[src/hw/rtl/chac_pkg.sv]
`timescale 1ns / 1ps
`default_nettype none

package chac_pkg;

  localparam int SAMPLE_BITS = 16;

  // re-centered sample and the scaled vector magnitudes
  localparam int XC_W      = SAMPLE_BITS + 2;
  localparam int MAG_W     = 2 * SAMPLE_BITS + 1;
  localparam int NORM_BITS = 33;
  localparam int NW        = (MAG_W < NORM_BITS) ? MAG_W : NORM_BITS;
  localparam int HALF_W    = (NW + 1) / 2;

  // shared multiplier: constant-ish operand times a half word or a span
  localparam int MUL_A_W = 30;
  localparam int MUL_B_W = (HALF_W > SAMPLE_BITS) ? HALF_W : SAMPLE_BITS;
  localparam int PROD_W  = MUL_A_W + MUL_B_W;
  localparam int ACC_W   = MUL_A_W + 2 * HALF_W;

  localparam logic [63:0]        NORM_LIMIT = 64'd8589934592;
  localparam logic [MUL_A_W-1:0] TAN_SCALE  = 30'd1000000000;

  localparam int          K_W      = 6;
  localparam logic [K_W-1:0] K_LAST = 6'd44;
  localparam logic [K_W-1:0] K_DIAG = 6'd45;

  localparam int          DEG_W       = 9;
  localparam logic [8:0]  FULL_TURN   = 9'd360;
  localparam logic [7:0]  HALF_TURN   = 8'd180;
  localparam logic [7:0]  HALF_TURN_M = 8'd179;
  localparam logic [6:0]  QUARTER     = 7'd90;
  localparam logic [6:0]  QUARTER_M   = 7'd89;

  localparam logic OP_SAMPLE = 1'b0;
  localparam logic OP_CLEAR  = 1'b1;

  typedef enum logic [3:0] {
    ST_IDLE,
    ST_BOUND,
    ST_CENTER,
    ST_MULX,
    ST_MULY,
    ST_PREP,
    ST_NORM,
    ST_PHI,
    ST_PLO,
    ST_KHI,
    ST_KLO,
    ST_KCMP,
    ST_FINAL,
    ST_OUT
  } chac_state_t;

  // tan(k deg) scaled by 10^9, rounded
  function automatic logic [MUL_A_W-1:0] tan_deg(input logic [K_W-1:0] k);
    logic [MUL_A_W-1:0] t;
    case (k)
      6'd0:  t = 30'd0;
      6'd1:  t = 30'd17455065;
      6'd2:  t = 30'd34920769;
      6'd3:  t = 30'd52407779;
      6'd4:  t = 30'd69926812;
      6'd5:  t = 30'd87488664;
      6'd6:  t = 30'd105104235;
      6'd7:  t = 30'd122784561;
      6'd8:  t = 30'd140540835;
      6'd9:  t = 30'd158384440;
      6'd10: t = 30'd176326981;
      6'd11: t = 30'd194380309;
      6'd12: t = 30'd212556562;
      6'd13: t = 30'd230868191;
      6'd14: t = 30'd249328003;
      6'd15: t = 30'd267949192;
      6'd16: t = 30'd286745386;
      6'd17: t = 30'd305730681;
      6'd18: t = 30'd324919696;
      6'd19: t = 30'd344327613;
      6'd20: t = 30'd363970234;
      6'd21: t = 30'd383864035;
      6'd22: t = 30'd404026226;
      6'd23: t = 30'd424474816;
      6'd24: t = 30'd445228685;
      6'd25: t = 30'd466307658;
      6'd26: t = 30'd487732589;
      6'd27: t = 30'd509525449;
      6'd28: t = 30'd531709432;
      6'd29: t = 30'd554309051;
      6'd30: t = 30'd577350269;
      6'd31: t = 30'd600860619;
      6'd32: t = 30'd624869352;
      6'd33: t = 30'd649407593;
      6'd34: t = 30'd674508517;
      6'd35: t = 30'd700207538;
      6'd36: t = 30'd726542528;
      6'd37: t = 30'd753554050;
      6'd38: t = 30'd781285627;
      6'd39: t = 30'd809784033;
      6'd40: t = 30'd839099631;
      6'd41: t = 30'd869286738;
      6'd42: t = 30'd900404044;
      6'd43: t = 30'd932515086;
      6'd44: t = 30'd965688775;
      default: t = 30'd0;
    endcase
    return t;
  endfunction

endpackage

`default_nettype wire

[src/hw/rtl/chac_if.sv]
`timescale 1ns / 1ps
`default_nettype none

interface chac_in_if;
  logic                                   valid;
  logic                                   ready;
  logic                                   opcode;
  logic signed [chac_pkg::SAMPLE_BITS-1:0] mag_x;
  logic signed [chac_pkg::SAMPLE_BITS-1:0] mag_y;

  modport source (output valid, output opcode, output mag_x, output mag_y, input ready);
  modport sink   (input valid, input opcode, input mag_x, input mag_y, output ready);
endinterface

interface chac_out_if;
  logic                          valid;
  logic                          ready;
  logic [chac_pkg::DEG_W-1:0]    heading_deg;
  logic                          heading_valid;

  modport source (output valid, output heading_deg, output heading_valid, input ready);
  modport sink   (input valid, input heading_deg, input heading_valid, output ready);
endinterface

`default_nettype wire

[src/hw/rtl/compass_heading_autocal.sv]
`timescale 1ns / 1ps
`default_nettype none

// channel    dir  payload                         handshake
// in_chan    in   opcode, mag_x, mag_y            valid / ready
// out_chan   out  heading_deg, heading_valid      valid / ready
//
// a sample request runs a binary search over the tan table, skipped when the octant
// ratio is zero or one; a zero span or a clear skips the products and the search;
// one 30 x 17 multiplier does every product
// reset (rst_n low, synchronous) zeroes the calibration bounds and the sequencer
// in_chan.ready is high only while the sequencer is idle; a finished result waits in
// the output register and the next request may be taken meanwhile; the sequencer
// holds in its last step while that register is still full
module compass_heading_autocal (
  input  wire logic      clk,
  input  wire logic      rst_n,
  chac_in_if.sink        in_chan,
  chac_out_if.source     out_chan
);

  localparam int SB = chac_pkg::SAMPLE_BITS;

  chac_pkg::chac_state_t state_r, state_nxt;

  logic                 op_r, op_nxt;
  logic signed [SB-1:0] x_r, x_nxt, y_r, y_nxt;
  logic signed [SB-1:0] xmin_r, xmin_nxt, xmax_r, xmax_nxt;
  logic signed [SB-1:0] ymin_r, ymin_nxt, ymax_r, ymax_nxt;

  logic signed [chac_pkg::XC_W-1:0] xc_r, xc_nxt, yc_r, yc_nxt;
  logic [SB-1:0]                    sx_r, sx_nxt, sy_r, sy_nxt;
  logic                             xneg_r, xneg_nxt, yneg_r, yneg_nxt;

  logic [chac_pkg::MAG_W-1:0] ax_r, ax_nxt, ay_r, ay_nxt;
  logic [chac_pkg::MAG_W-1:0] a_r, a_nxt, b_r, b_nxt;
  logic                       steep_r, steep_nxt, ex_r, ex_nxt;

  logic [chac_pkg::ACC_W-1:0] acc_r, acc_nxt, p_r, p_nxt;
  logic [chac_pkg::K_W-1:0]   lo_r, lo_nxt, hi_r, hi_nxt;

  logic [chac_pkg::DEG_W-1:0] res_deg_r, res_deg_nxt;
  logic                       res_val_r, res_val_nxt;
  logic                       out_valid_r, out_valid_nxt;
  logic [chac_pkg::DEG_W-1:0] out_deg_r, out_deg_nxt;
  logic                       out_hv_r, out_hv_nxt;

  // shared multiplier
  logic [chac_pkg::MUL_A_W-1:0] mul_a;
  logic [chac_pkg::MUL_B_W-1:0] mul_b;
  logic [chac_pkg::PROD_W-1:0]  prod;

  // centering
  logic signed [SB:0]               sumx, sumy, sumx_adj, sumy_adj, midx, midy;
  logic signed [SB:0]               spx, spy;
  logic signed [chac_pkg::XC_W-1:0] xc_calc, yc_calc;
  logic [chac_pkg::XC_W-1:0]        xabs, yabs;

  // halves of the normalized magnitudes
  logic [2*chac_pkg::HALF_W-1:0] a_pad, b_pad;
  logic [chac_pkg::K_W:0]        ksum;
  logic [chac_pkg::K_W-1:0]      k_mid;
  logic                          norm_big, k_pass;

  // final reflection
  logic [6:0] pf;
  logic [7:0] mf;
  logic [8:0] hdg;

  assign sumx     = (SB+1)'(xmax_r) + (SB+1)'(xmin_r);
  assign sumy     = (SB+1)'(ymax_r) + (SB+1)'(ymin_r);
  // halve toward zero: a negative sum gets one added before the arithmetic shift
  assign sumx_adj = sumx + $signed({{SB{1'b0}}, sumx[SB]});
  assign sumy_adj = sumy + $signed({{SB{1'b0}}, sumy[SB]});
  assign midx     = {sumx_adj[SB], sumx_adj[SB:1]};
  assign midy     = {sumy_adj[SB], sumy_adj[SB:1]};
  assign spx      = (SB+1)'(xmax_r) - (SB+1)'(xmin_r);
  assign spy      = (SB+1)'(ymax_r) - (SB+1)'(ymin_r);
  assign xc_calc  = chac_pkg::XC_W'(x_r) - chac_pkg::XC_W'(midx);
  assign yc_calc  = chac_pkg::XC_W'(y_r) - chac_pkg::XC_W'(midy);
  assign xabs     = xneg_r ? chac_pkg::XC_W'(-xc_r) : chac_pkg::XC_W'(xc_r);
  assign yabs     = yneg_r ? chac_pkg::XC_W'(-yc_r) : chac_pkg::XC_W'(yc_r);

  assign a_pad    = (2*chac_pkg::HALF_W)'(a_r[chac_pkg::NW-1:0]);
  assign b_pad    = (2*chac_pkg::HALF_W)'(b_r[chac_pkg::NW-1:0]);
  assign ksum     = {1'b0, lo_r} + {1'b0, hi_r} + (chac_pkg::K_W+1)'(1);
  assign k_mid    = ksum[chac_pkg::K_W:1];
  assign norm_big = (64'(b_r) >= chac_pkg::NORM_LIMIT);
  assign k_pass   = (acc_r <= p_r);

  assign prod     = chac_pkg::PROD_W'(mul_a) * chac_pkg::PROD_W'(mul_b);

  always_comb begin
    pf  = steep_r ? (ex_r ? chac_pkg::QUARTER - {1'b0, lo_r}
                          : chac_pkg::QUARTER_M - {1'b0, lo_r})
                  : {1'b0, lo_r};
    mf  = xneg_r ? (ex_r ? chac_pkg::HALF_TURN - {1'b0, pf}
                         : chac_pkg::HALF_TURN_M - {1'b0, pf})
                 : {1'b0, pf};
    if (yneg_r) begin
      hdg = chac_pkg::FULL_TURN - {1'b0, mf};
    end else if (mf == 8'd0) begin
      hdg = chac_pkg::FULL_TURN;
    end else begin
      hdg = {1'b0, mf};
    end
  end

  always_comb begin
    mul_a = '0;
    mul_b = '0;
    case (state_r)
      chac_pkg::ST_MULX: begin
        mul_a = chac_pkg::MUL_A_W'(xabs);
        mul_b = chac_pkg::MUL_B_W'(sy_r);
      end
      chac_pkg::ST_MULY: begin
        mul_a = chac_pkg::MUL_A_W'(yabs);
        mul_b = chac_pkg::MUL_B_W'(sx_r);
      end
      chac_pkg::ST_PHI: begin
        mul_a = chac_pkg::TAN_SCALE;
        mul_b = chac_pkg::MUL_B_W'(a_pad[2*chac_pkg::HALF_W-1:chac_pkg::HALF_W]);
      end
      chac_pkg::ST_PLO: begin
        mul_a = chac_pkg::TAN_SCALE;
        mul_b = chac_pkg::MUL_B_W'(a_pad[chac_pkg::HALF_W-1:0]);
      end
      chac_pkg::ST_KHI: begin
        mul_a = chac_pkg::tan_deg(k_mid);
        mul_b = chac_pkg::MUL_B_W'(b_pad[2*chac_pkg::HALF_W-1:chac_pkg::HALF_W]);
      end
      chac_pkg::ST_KLO: begin
        mul_a = chac_pkg::tan_deg(k_mid);
        mul_b = chac_pkg::MUL_B_W'(b_pad[chac_pkg::HALF_W-1:0]);
      end
      default: begin
        mul_a = '0;
        mul_b = '0;
      end
    endcase
  end

  always_comb begin
    state_nxt     = state_r;
    op_nxt        = op_r;
    x_nxt         = x_r;
    y_nxt         = y_r;
    xmin_nxt      = xmin_r;
    xmax_nxt      = xmax_r;
    ymin_nxt      = ymin_r;
    ymax_nxt      = ymax_r;
    xc_nxt        = xc_r;
    yc_nxt        = yc_r;
    sx_nxt        = sx_r;
    sy_nxt        = sy_r;
    xneg_nxt      = xneg_r;
    yneg_nxt      = yneg_r;
    ax_nxt        = ax_r;
    ay_nxt        = ay_r;
    a_nxt         = a_r;
    b_nxt         = b_r;
    steep_nxt     = steep_r;
    ex_nxt        = ex_r;
    acc_nxt       = acc_r;
    p_nxt         = p_r;
    lo_nxt        = lo_r;
    hi_nxt        = hi_r;
    res_deg_nxt   = res_deg_r;
    res_val_nxt   = res_val_r;
    out_valid_nxt = out_valid_r;
    out_deg_nxt   = out_deg_r;
    out_hv_nxt    = out_hv_r;

    if (out_valid_r && out_chan.ready) begin
      out_valid_nxt = 1'b0;
    end

    case (state_r)
      chac_pkg::ST_IDLE: begin
        if (in_chan.valid) begin
          op_nxt    = in_chan.opcode;
          x_nxt     = in_chan.mag_x;
          y_nxt     = in_chan.mag_y;
          state_nxt = chac_pkg::ST_BOUND;
        end
      end
      chac_pkg::ST_BOUND: begin
        res_deg_nxt = '0;
        res_val_nxt = 1'b0;
        if (op_r == chac_pkg::OP_CLEAR) begin
          xmin_nxt  = '0;
          xmax_nxt  = '0;
          ymin_nxt  = '0;
          ymax_nxt  = '0;
          state_nxt = chac_pkg::ST_OUT;
        end else begin
          if (x_r < xmin_r) xmin_nxt = x_r;
          if (x_r > xmax_r) xmax_nxt = x_r;
          if (y_r < ymin_r) ymin_nxt = y_r;
          if (y_r > ymax_r) ymax_nxt = y_r;
          state_nxt = chac_pkg::ST_CENTER;
        end
      end
      chac_pkg::ST_CENTER: begin
        xc_nxt   = xc_calc;
        yc_nxt   = yc_calc;
        xneg_nxt = xc_calc[chac_pkg::XC_W-1];
        yneg_nxt = yc_calc[chac_pkg::XC_W-1];
        sx_nxt   = spx[SB-1:0];
        sy_nxt   = spy[SB-1:0];
        if (spx == '0 || spy == '0) begin
          state_nxt = chac_pkg::ST_OUT;
        end else begin
          state_nxt = chac_pkg::ST_MULX;
        end
      end
      chac_pkg::ST_MULX: begin
        ax_nxt    = chac_pkg::MAG_W'(prod);
        state_nxt = chac_pkg::ST_MULY;
      end
      chac_pkg::ST_MULY: begin
        ay_nxt    = chac_pkg::MAG_W'(prod);
        state_nxt = chac_pkg::ST_PREP;
      end
      chac_pkg::ST_PREP: begin
        steep_nxt = (ax_r < ay_r);
        a_nxt     = (ax_r >= ay_r) ? ay_r : ax_r;
        b_nxt     = (ax_r >= ay_r) ? ax_r : ay_r;
        ex_nxt    = (ax_r == '0) || (ay_r == '0) || (ax_r == ay_r);
        hi_nxt    = chac_pkg::K_LAST;
        // zero ratio (also the zero vector) and the diagonal need no search
        if (ax_r == '0 || ay_r == '0) begin
          lo_nxt    = '0;
          state_nxt = chac_pkg::ST_FINAL;
        end else if (ax_r == ay_r) begin
          lo_nxt    = chac_pkg::K_DIAG;
          state_nxt = chac_pkg::ST_FINAL;
        end else begin
          lo_nxt    = '0;
          state_nxt = chac_pkg::ST_NORM;
        end
      end
      chac_pkg::ST_NORM: begin
        if (norm_big) begin
          a_nxt = a_r >> 1;
          b_nxt = b_r >> 1;
        end else begin
          state_nxt = chac_pkg::ST_PHI;
        end
      end
      chac_pkg::ST_PHI: begin
        acc_nxt   = chac_pkg::ACC_W'(prod);
        state_nxt = chac_pkg::ST_PLO;
      end
      chac_pkg::ST_PLO: begin
        p_nxt     = (acc_r << chac_pkg::HALF_W) + chac_pkg::ACC_W'(prod);
        state_nxt = chac_pkg::ST_KHI;
      end
      chac_pkg::ST_KHI: begin
        acc_nxt   = chac_pkg::ACC_W'(prod);
        state_nxt = chac_pkg::ST_KLO;
      end
      chac_pkg::ST_KLO: begin
        acc_nxt   = (acc_r << chac_pkg::HALF_W) + chac_pkg::ACC_W'(prod);
        state_nxt = chac_pkg::ST_KCMP;
      end
      chac_pkg::ST_KCMP: begin
        // largest k with tan_k * b <= a * 10^9
        if (k_pass) begin
          lo_nxt = k_mid;
        end else begin
          hi_nxt = k_mid - chac_pkg::K_W'(1);
        end
        if ((k_pass && k_mid == hi_r) || (!k_pass && (k_mid - chac_pkg::K_W'(1)) == lo_r)) begin
          state_nxt = chac_pkg::ST_FINAL;
        end else begin
          state_nxt = chac_pkg::ST_KHI;
        end
      end
      chac_pkg::ST_FINAL: begin
        res_deg_nxt = hdg;
        res_val_nxt = 1'b1;
        state_nxt   = chac_pkg::ST_OUT;
      end
      chac_pkg::ST_OUT: begin
        if (!out_valid_r || out_chan.ready) begin
          out_valid_nxt = 1'b1;
          out_deg_nxt   = res_deg_r;
          out_hv_nxt    = res_val_r;
          state_nxt     = chac_pkg::ST_IDLE;
        end
      end
      default: begin
        state_nxt = chac_pkg::ST_IDLE;
      end
    endcase
  end

  always_ff @(posedge clk) begin
    if (!rst_n) begin
      state_r     <= chac_pkg::ST_IDLE;
      xmin_r      <= '0;
      xmax_r      <= '0;
      ymin_r      <= '0;
      ymax_r      <= '0;
      out_valid_r <= 1'b0;
    end else begin
      state_r     <= state_nxt;
      xmin_r      <= xmin_nxt;
      xmax_r      <= xmax_nxt;
      ymin_r      <= ymin_nxt;
      ymax_r      <= ymax_nxt;
      out_valid_r <= out_valid_nxt;
    end
  end

  always_ff @(posedge clk) begin
    op_r      <= op_nxt;
    x_r       <= x_nxt;
    y_r       <= y_nxt;
    xc_r      <= xc_nxt;
    yc_r      <= yc_nxt;
    sx_r      <= sx_nxt;
    sy_r      <= sy_nxt;
    xneg_r    <= xneg_nxt;
    yneg_r    <= yneg_nxt;
    ax_r      <= ax_nxt;
    ay_r      <= ay_nxt;
    a_r       <= a_nxt;
    b_r       <= b_nxt;
    steep_r   <= steep_nxt;
    ex_r      <= ex_nxt;
    acc_r     <= acc_nxt;
    p_r       <= p_nxt;
    lo_r      <= lo_nxt;
    hi_r      <= hi_nxt;
    res_deg_r <= res_deg_nxt;
    res_val_r <= res_val_nxt;
    out_deg_r <= out_deg_nxt;
    out_hv_r  <= out_hv_nxt;
  end

  assign in_chan.ready          = (state_r == chac_pkg::ST_IDLE);
  assign out_chan.valid         = out_valid_r;
  assign out_chan.heading_deg   = out_deg_r;
  assign out_chan.heading_valid = out_hv_r;

  a_busy_after_req: assert property (@(posedge clk) disable iff (!rst_n)
    in_chan.valid && in_chan.ready |=> !in_chan.ready)
    else $error("request taken while a previous one is in work");

  a_heading_range: assert property (@(posedge clk) disable iff (!rst_n)
    out_chan.valid && out_chan.heading_valid |->
      out_chan.heading_deg != '0 && out_chan.heading_deg <= chac_pkg::FULL_TURN)
    else $error("valid heading out of range");

  a_invalid_zero: assert property (@(posedge clk) disable iff (!rst_n)
    out_chan.valid && !out_chan.heading_valid |-> out_chan.heading_deg == '0)
    else $error("invalid heading is not zero");

  a_bounds_hold_zero: assert property (@(posedge clk) disable iff (!rst_n)
    xmin_r <= 0 && xmax_r >= 0 && ymin_r <= 0 && ymax_r >= 0)
    else $error("calibration span lost zero");

  a_search_order: assert property (@(posedge clk) disable iff (!rst_n)
    state_r == chac_pkg::ST_KCMP |-> lo_r < hi_r && hi_r <= chac_pkg::K_LAST)
    else $error("tan search bounds crossed");

endmodule

`default_nettype wire

[src/flat_wrapper.sv]
// flat-port wrapper written by rule: the top's interface ports become plain ports
module compass_heading_autocal_flat 
  (clk, rst_n, in_chan_valid, in_chan_opcode, in_chan_mag_x, in_chan_mag_y, in_chan_ready, out_chan_valid, out_chan_heading_deg, out_chan_heading_valid, out_chan_ready);
  chac_in_if in_chan_i ();
  chac_out_if out_chan_i ();
  input  wire logic clk;
  input  wire logic rst_n;
  input wire logic [$bits(in_chan_i.valid)-1:0] in_chan_valid;
  input wire logic [$bits(in_chan_i.opcode)-1:0] in_chan_opcode;
  input wire logic [$bits(in_chan_i.mag_x)-1:0] in_chan_mag_x;
  input wire logic [$bits(in_chan_i.mag_y)-1:0] in_chan_mag_y;
  output wire logic [$bits(in_chan_i.ready)-1:0] in_chan_ready;
  output wire logic [$bits(out_chan_i.valid)-1:0] out_chan_valid;
  output wire logic [$bits(out_chan_i.heading_deg)-1:0] out_chan_heading_deg;
  output wire logic [$bits(out_chan_i.heading_valid)-1:0] out_chan_heading_valid;
  input wire logic [$bits(out_chan_i.ready)-1:0] out_chan_ready;
  assign in_chan_i.valid = in_chan_valid;
  assign in_chan_i.opcode = in_chan_opcode;
  assign in_chan_i.mag_x = in_chan_mag_x;
  assign in_chan_i.mag_y = in_chan_mag_y;
  assign in_chan_ready = in_chan_i.ready;
  assign out_chan_valid = out_chan_i.valid;
  assign out_chan_heading_deg = out_chan_i.heading_deg;
  assign out_chan_heading_valid = out_chan_i.heading_valid;
  assign out_chan_i.ready = out_chan_ready;
  compass_heading_autocal u_core (.clk(clk), .rst_n(rst_n), .in_chan(in_chan_i), .out_chan(out_chan_i));
endmodule
[config.mk]
export PLATFORM = sky130hd
export DESIGN_NAME = compass_heading_autocal_flat
export DESIGN_NICKNAME = d
export VERILOG_FILES = /design/src/hw/rtl/chac_pkg.sv /design/src/hw/rtl/chac_if.sv /design/src/hw/rtl/compass_heading_autocal.sv /design/src/flat_wrapper.sv
export SDC_FILE = /design/constraint.sdc
export NUM_CORES = 2
export LEC_CHECK = 0
export ABC_AREA = 1
export BUFFER_PORTS_ARGS = -buffer_cell sky130_fd_sc_hd__buf_4
export CAP_MARGIN = 20
export CORE_MARGIN = 5
export CORE_UTILIZATION = 42
export DETAILED_ROUTE_END_ITERATION = 8
export MAX_ROUTING_LAYER = met4
export PLACE_DENSITY = 0.54
export SKIP_LAST_GASP = 1
export SYNTH_ARGS = -nofsm -noshare
export SYNTH_HDL_FRONTEND = slang
export SYNTH_SLANG_ARGS = --single-unit
[constraint.sdc]
create_clock -name clk -period 27.1 [get_ports clk]
set_input_delay 1.355 -clock clk [delete_from_list [all_inputs] [get_ports clk]]
set_output_delay 1.355 -clock clk [all_outputs]
set_load 0.02 [all_outputs]
### After elaboration in Yosys (flattened, before gate mapping)

Memory sizes are Yosys's and may differ from the RTL's.
Cells that the tools add are included.

* bits in registers: 466
* memory bits (read-only): 3840
* input port bits: 37
* output and inout port bits: 12
* logic and storage cells: 152
* memories kept: 2

* add/subtract/negate cells: 19
* multipliers: 1
* order comparisons: 7
* equality and inequality tests: 20
* mux-type cells: 40
* reduce and logical (&&, ||, !) cells: 34

Memories
* (name not given): depth 64, bits a word 30, read ports 1, clocked after Yosys merged registers in 0, wr ports 0, line chac_pkg.sv:58 `case (k)`
* (name not given): depth 64, bits a word 30, read ports 1, clocked after Yosys merged registers in 0, wr ports 0, line chac_pkg.sv:58

Operators by type and width (number)
* case mux 30 bit (5 select lines): 1
* 2-to-1 mux 16 bit: 8
* case mux 64 bit (2 select lines): 1
* case mux 17 bit (6 select lines): 1
* subtractor 16 x 16 -> 17 bit: 4
* zero test 33 bit: 2
* 2-to-1 mux 33 bit: 2
* adder 64 x 47 -> 64 bit: 1
* less-or-equal comparator 64 bit: 1
* case mux 4 bit (14 select lines): 1
* multiplier 30 x 17 -> 47 bit: 1
* 2-to-1 mux 18 bit: 2
* negation 18 bit: 2
* adder 16 x 16 -> 17 bit: 2
* adder 17 x 2 -> 17 bit: 2
* zero test 17 bit: 2
* equality test 33 bit: 1
* >= comparator 33 bit: 1
* less-than comparator 33 bit: 1
* > comparator 16 bit: 2
* less-than comparator 16 bit: 2
* equality test 4 bit, second input constant: 6
* 2-to-1 mux 4 bit: 6
* 2-to-1 mux 6 bit: 4
* other kinds (28): 65

### Depth between registers and ports, before layout

* word-level depth: 10
* mapped depth: 59
* mapped depth without buffers: 59

### Least setup slack after synthesis

No wires, ideal clock.

* path type: flip-flop to flip-flop
* start: reg u_core.lo_r[0] in the netlist's numbering
* end: reg u_core.acc_r[50] in the netlist's numbering, data pin
* library setup time: 147 ps
* arrival time: 9733 ps
* data required time: 26953 ps
* slack: 17220 ps
* stages on the path, launching flop included: 48
* path buffers: 2
* clock period less this slack: 9880 ps
* cell sequence: edfxtp_1 -> inv_2 -> nand2_2 -> inv_1 -> fa_1 -> buf_2 -> clkinv_1 -> ha_1 -> nor2_1 -> inv_1 -> nand2_1 -> inv_1 -> o21ai_1 -> a31oi_4 -> inv_2 -> buf_4 -> nand2_1 -> fa_1 -> [... 12 more ...] -> nor2_1 -> inv_1 -> nor4_1 -> a21oi_1 -> o21bai_1 -> a21oi_1 -> nand2b_1 -> and2_1 -> ha_1 -> nand2_1 -> nor2_1 -> nand2_1 -> o21ai_0 -> a21oi_1 -> o21ai_0 -> a21oi_1 -> or2_2 -> a21oi_1

* word-level cells in the longest chain between the ends: 7
* elaborated cells between the ends (all ways): 8
* classes of those cells: 3 x add/sub; 1 x mul; 2 x mux; 2 x memory

Ends and longest elaborated chain
* from (decl): line compass_heading_autocal.sv:40 `logic [chac_pkg::K_W-1:0] lo_r, lo_nxt, hi_r, hi_nxt;`
* from (signal assigned): line compass_heading_autocal.sv:336 `lo_r <= lo_nxt;`
* adder 6 x 6 -> 7 bit *: line compass_heading_autocal.sv:86 `assign ksum = {1'b0, lo_r} + {1'b0, hi_r} + (chac_pkg::K_W+1)'(1);`
* adder 7 x 1 -> 7 bit *: line compass_heading_autocal.sv:86
* memory (64 x 30 bit)
* case mux 30 bit (5 select lines) *: line compass_heading_autocal.sv:112 `case (state_r)`
* multiplier 30 x 17 -> 47 bit *: line compass_heading_autocal.sv:91 `assign prod = chac_pkg::PROD_W'(mul_a) * chac_pkg::PROD_W'(mul_b);`
* adder 64 x 47 -> 64 bit *: line compass_heading_autocal.sv:265 `acc_nxt = (acc_r << chac_pkg::HALF_W) + chac_pkg::ACC_W'(prod);`
* case mux 64 bit (2 select lines) *: line compass_heading_autocal.sv:179 `case (state_r)`
* to (signal assigned): line compass_heading_autocal.sv:334 `acc_r <= acc_nxt;`
* to (decl): line compass_heading_autocal.sv:39 `logic [chac_pkg::ACC_W-1:0] acc_r, acc_nxt, p_r, p_nxt;`

Mark *: on every way between the ends. The rest lies on a longest branch, timed or not.
A chain may end at the register's enable or synchronous reset.

### Worst setup path in the final report

* start: reg u_core.lo_r[1] in the netlist's numbering
* end: reg u_core.acc_r[42] in the netlist's numbering, data pin

* word-level cells in the longest chain between the ends: 7
* elaborated cells between the ends (all ways): 8
* classes of those cells: 3 x add/sub; 1 x mul; 2 x mux; 2 x memory

Ends and longest elaborated chain
* adder 6 x 6 -> 7 bit *: line compass_heading_autocal.sv:86
* adder 7 x 1 -> 7 bit *: line compass_heading_autocal.sv:86
* memory (64 x 30 bit)
* case mux 30 bit (5 select lines) *: line compass_heading_autocal.sv:112
* multiplier 30 x 17 -> 47 bit *: line compass_heading_autocal.sv:91
* named net u_core.prod (one bit): line compass_heading_autocal.sv:51 `logic [chac_pkg::PROD_W-1:0] prod;`
* adder 64 x 47 -> 64 bit *: line compass_heading_autocal.sv:265
* case mux 64 bit (2 select lines) *: line compass_heading_autocal.sv:179
* named net u_core.acc_nxt (one bit): line compass_heading_autocal.sv:39

The timed path passes the listed nets; every way through them passes the cells marked *.

==> results.yml <==
sta:
  slew_violations: 0
  period_share: 0.500
  rsz0062_at_grt: "no"
  setup_viol: 0
  min_period_ns: 13.56
  hold_viol: 0
  max_freq_mhz: 73.8
  timing.slew.headroom: 0.234
  max_slew.worst_pin.slew_ns: 1.14
  final.setup.tns_ns: 0
  fin_skew_ns: 0.0710
  setup_ws_ns: 13.54
yosys:
  synth_cell_types: 75
  synth_nets: 7148
  yosysWarnings: 0
  syn_area_per_cell_sq_um: 7.96
  synth.ff_latch_count: 462
  ys.flop_type: "edfxtp_1"
  ys_seq_area_frac: 0.265
  synth_cells: 6242
  synth_area_sq_um: 49700
  yosysTopAreaCellShare: 0.238
  async_flop_share: 0
  ys_top_cells_by_count: "nand2_1, inv_1, nor2_1"
  synth-edff-count: 393
  yosysTopAreaCell: "edfxtp_1"
  synth_area_leaders: "edfxtp_1, fa_1, ha_1, nand2_1, inv_1"
  synthMostInstantiatedCell: "nand2_1"
global_route:
  antenna_found_initial: 5
  grt_pass1_wl_um: 256000
  grt_use_total: 0.273
  overflow: 0
  grt_pass1_vias: 41600
  grt_max_degree: 77
clock_tree:
  cts_buffers: 54
  postCtsSetupBuffers: 0
  cts_root_buf: "clkbuf_16"
  clk_latency_ns: 0.68
  htree_levels: 2
  cts.sinks: 462
  clkTransAtPathRegs_ns: 0.07
  cts_buffer_depth: 3
  tritoncts: "built"
  hold_buffers: 0
  cts_resized: 0
placed_design:
  place_inst: 7688
  portBuffers: 48
  place_hpwl_um: 135000
  routabilityCongestion: 0.962
  post-place-ws_ns: 13.78
floorplan:
  rows: 126
  die_y_um: 354
  io_pins: 49
  core_area_sq_um: 118000
  start_util: 0.422
  dieWidth_um: 354
  die-area_sq_um: 125000
worst_setup_path:
  cpMostUsedCell: "fa_1"
  worst-endpoint-required_ns: 27.49
  critical_path_class: "reg -> reg"
  crit_slowest_cell: "fa_1"
  cpPeakStageDelay_ns: 0.88
  worstPathArrival_ns: 13.94
  start_kind: "flip-flop"
  worstRegToRegCells: 39
  cp-end-kind: "flip-flop"
  cp_max_fo: 14
drt:
  wire_per_inst_um: 21.6
  finalWirelength_um: 169000
  ant_nets: 0
  vias_per_cell: 5.35
  dr.first_iter.drc_count: 3199
  dr.pass1.iters: 5
  route.detailed.drc: 0
  num_vias: 41700
power_and_ir_drop:
  ir_worst_vdd_mv: 0.0768
  power_density_nw_per_um2: 102
  power_leakage_nw: 24.9
  totalPowerFinal_w: 0.00543
final_layout:
  instances_no_fill: 7789
  postLayoutCoreUtil: 0.452
  fillers: 11900
  area.growth.synth_to_final_pct: 7.17
  nets: 7115
  seq_area_sq_um: 13200
  layout-drive-gt1-share: 0.0534
  multiInputGateArea_sq_um: 31000
run:
  maxCapViolCount: 0
min_path:
  worstHoldPathCells: 0
  hp-class: "reg -> reg"
status:
  status: "finished, final reports clean"
sequential cells by signal, summed over array words and instances, names as in the netlist, 17 cells and up:
| name | count |
|---|---|
| u_core.a_r | 33 |
| u_core.xc_r | 17 |
| u_core.b_r | 33 |
| u_core.acc_r | 64 |
| u_core.ay_r | 33 |
| u_core.p_r | 64 |
| u_core.yc_r | 17 |
| u_core.ax_r | 33 |
final timing paths:
kind | start | to | slack [ns]
worst max-delay path | u_core.lo_r[1] | u_core.acc_r[42] | 13.54
worst min-delay path | u_core.res_deg_r[4] | u_core.out_chan.heading_deg[4] | 0.42
worst max register to register | u_core.lo_r[1] | u_core.acc_r[42] | 13.54
worst min register to register | u_core.res_deg_r[4] | u_core.out_chan.heading_deg[4] | 0.42
cell type report:
class | instances | share of cell area
antenna | 1 | 0.0000470
clock buffer | 76 | 0.0281
clock inverter | 23 | 0.00571
inverter | 1225 | 0.0865
multi-input combinational | 4370 | 0.582
sequential | 462 | 0.248
tap | 1536 | 0.0361
timing repair buffer | 96 | 0.0136
layout by cell type, fill, tap and decap left out, types with 77 or more instances in the layout:
cell type | synthesis | final
inv_1 | 1177 | 1177
nand3_1 | 295 | 295
o21ai_0 | 261 | 260
nor2_1 | 502 | 496
nor3_1 | 77 | 77
nand2_1 | 1378 | 1378
buf_4 | 23 | 94
a21oi_1 | 382 | 381
xor2_1 | 106 | 106
edfxtp_1 | 393 | 393
fa_1 | 427 | 427
ha_1 | 442 | 442
power by group:
group,internal (W),total (W),switching (W)
sequential,0.00110,0.00123,0.000128
combinational,0.000960,0.00346,0.00250
clock,0.000434,0.000742,0.000308
layer usage:
metal	global-route usage	up-vias	routed length, um
met5	-	-	0
met4	0.0623	0	4390
met3	0.0329	203	9220
met2	0.454	1253	80900
met1	0.361	20400	74100
li1	-	19900	-
cell families after synthesis:
group | count (synthesis) | synth area share
and+or+nand+nor | 2465 | 0.209
adders and majority gates | 869 | 0.283
AOI/OAI and AO/OA | 876 | 0.102
buffers and inverters | 1410 | 0.112
xor gates and xnor gates | 160 | 0.0284
DFF | 462 | 0.265
critical path, delay by kind of cell (launching register included):
family          cells  cell delay (ns)
fa+ha+maj          10             5.61
xor+xnor            2             1.00
buf+inv             7             1.16
simple gates        9             1.97
compound gates     11             3.04
flops               1             0.50
stage by stage:
stage | hold slack [ns] | area [sq um]
after floorplan | 0.400 | 49700
after global placement | 0.406 | 51400
after detailed placement | 0.408 | 51400
after CTS | 0.423 | 53200
after global routing | 0.422 | 53200
final | 0.421 | 53200
(Power assumes the default switching activity.)
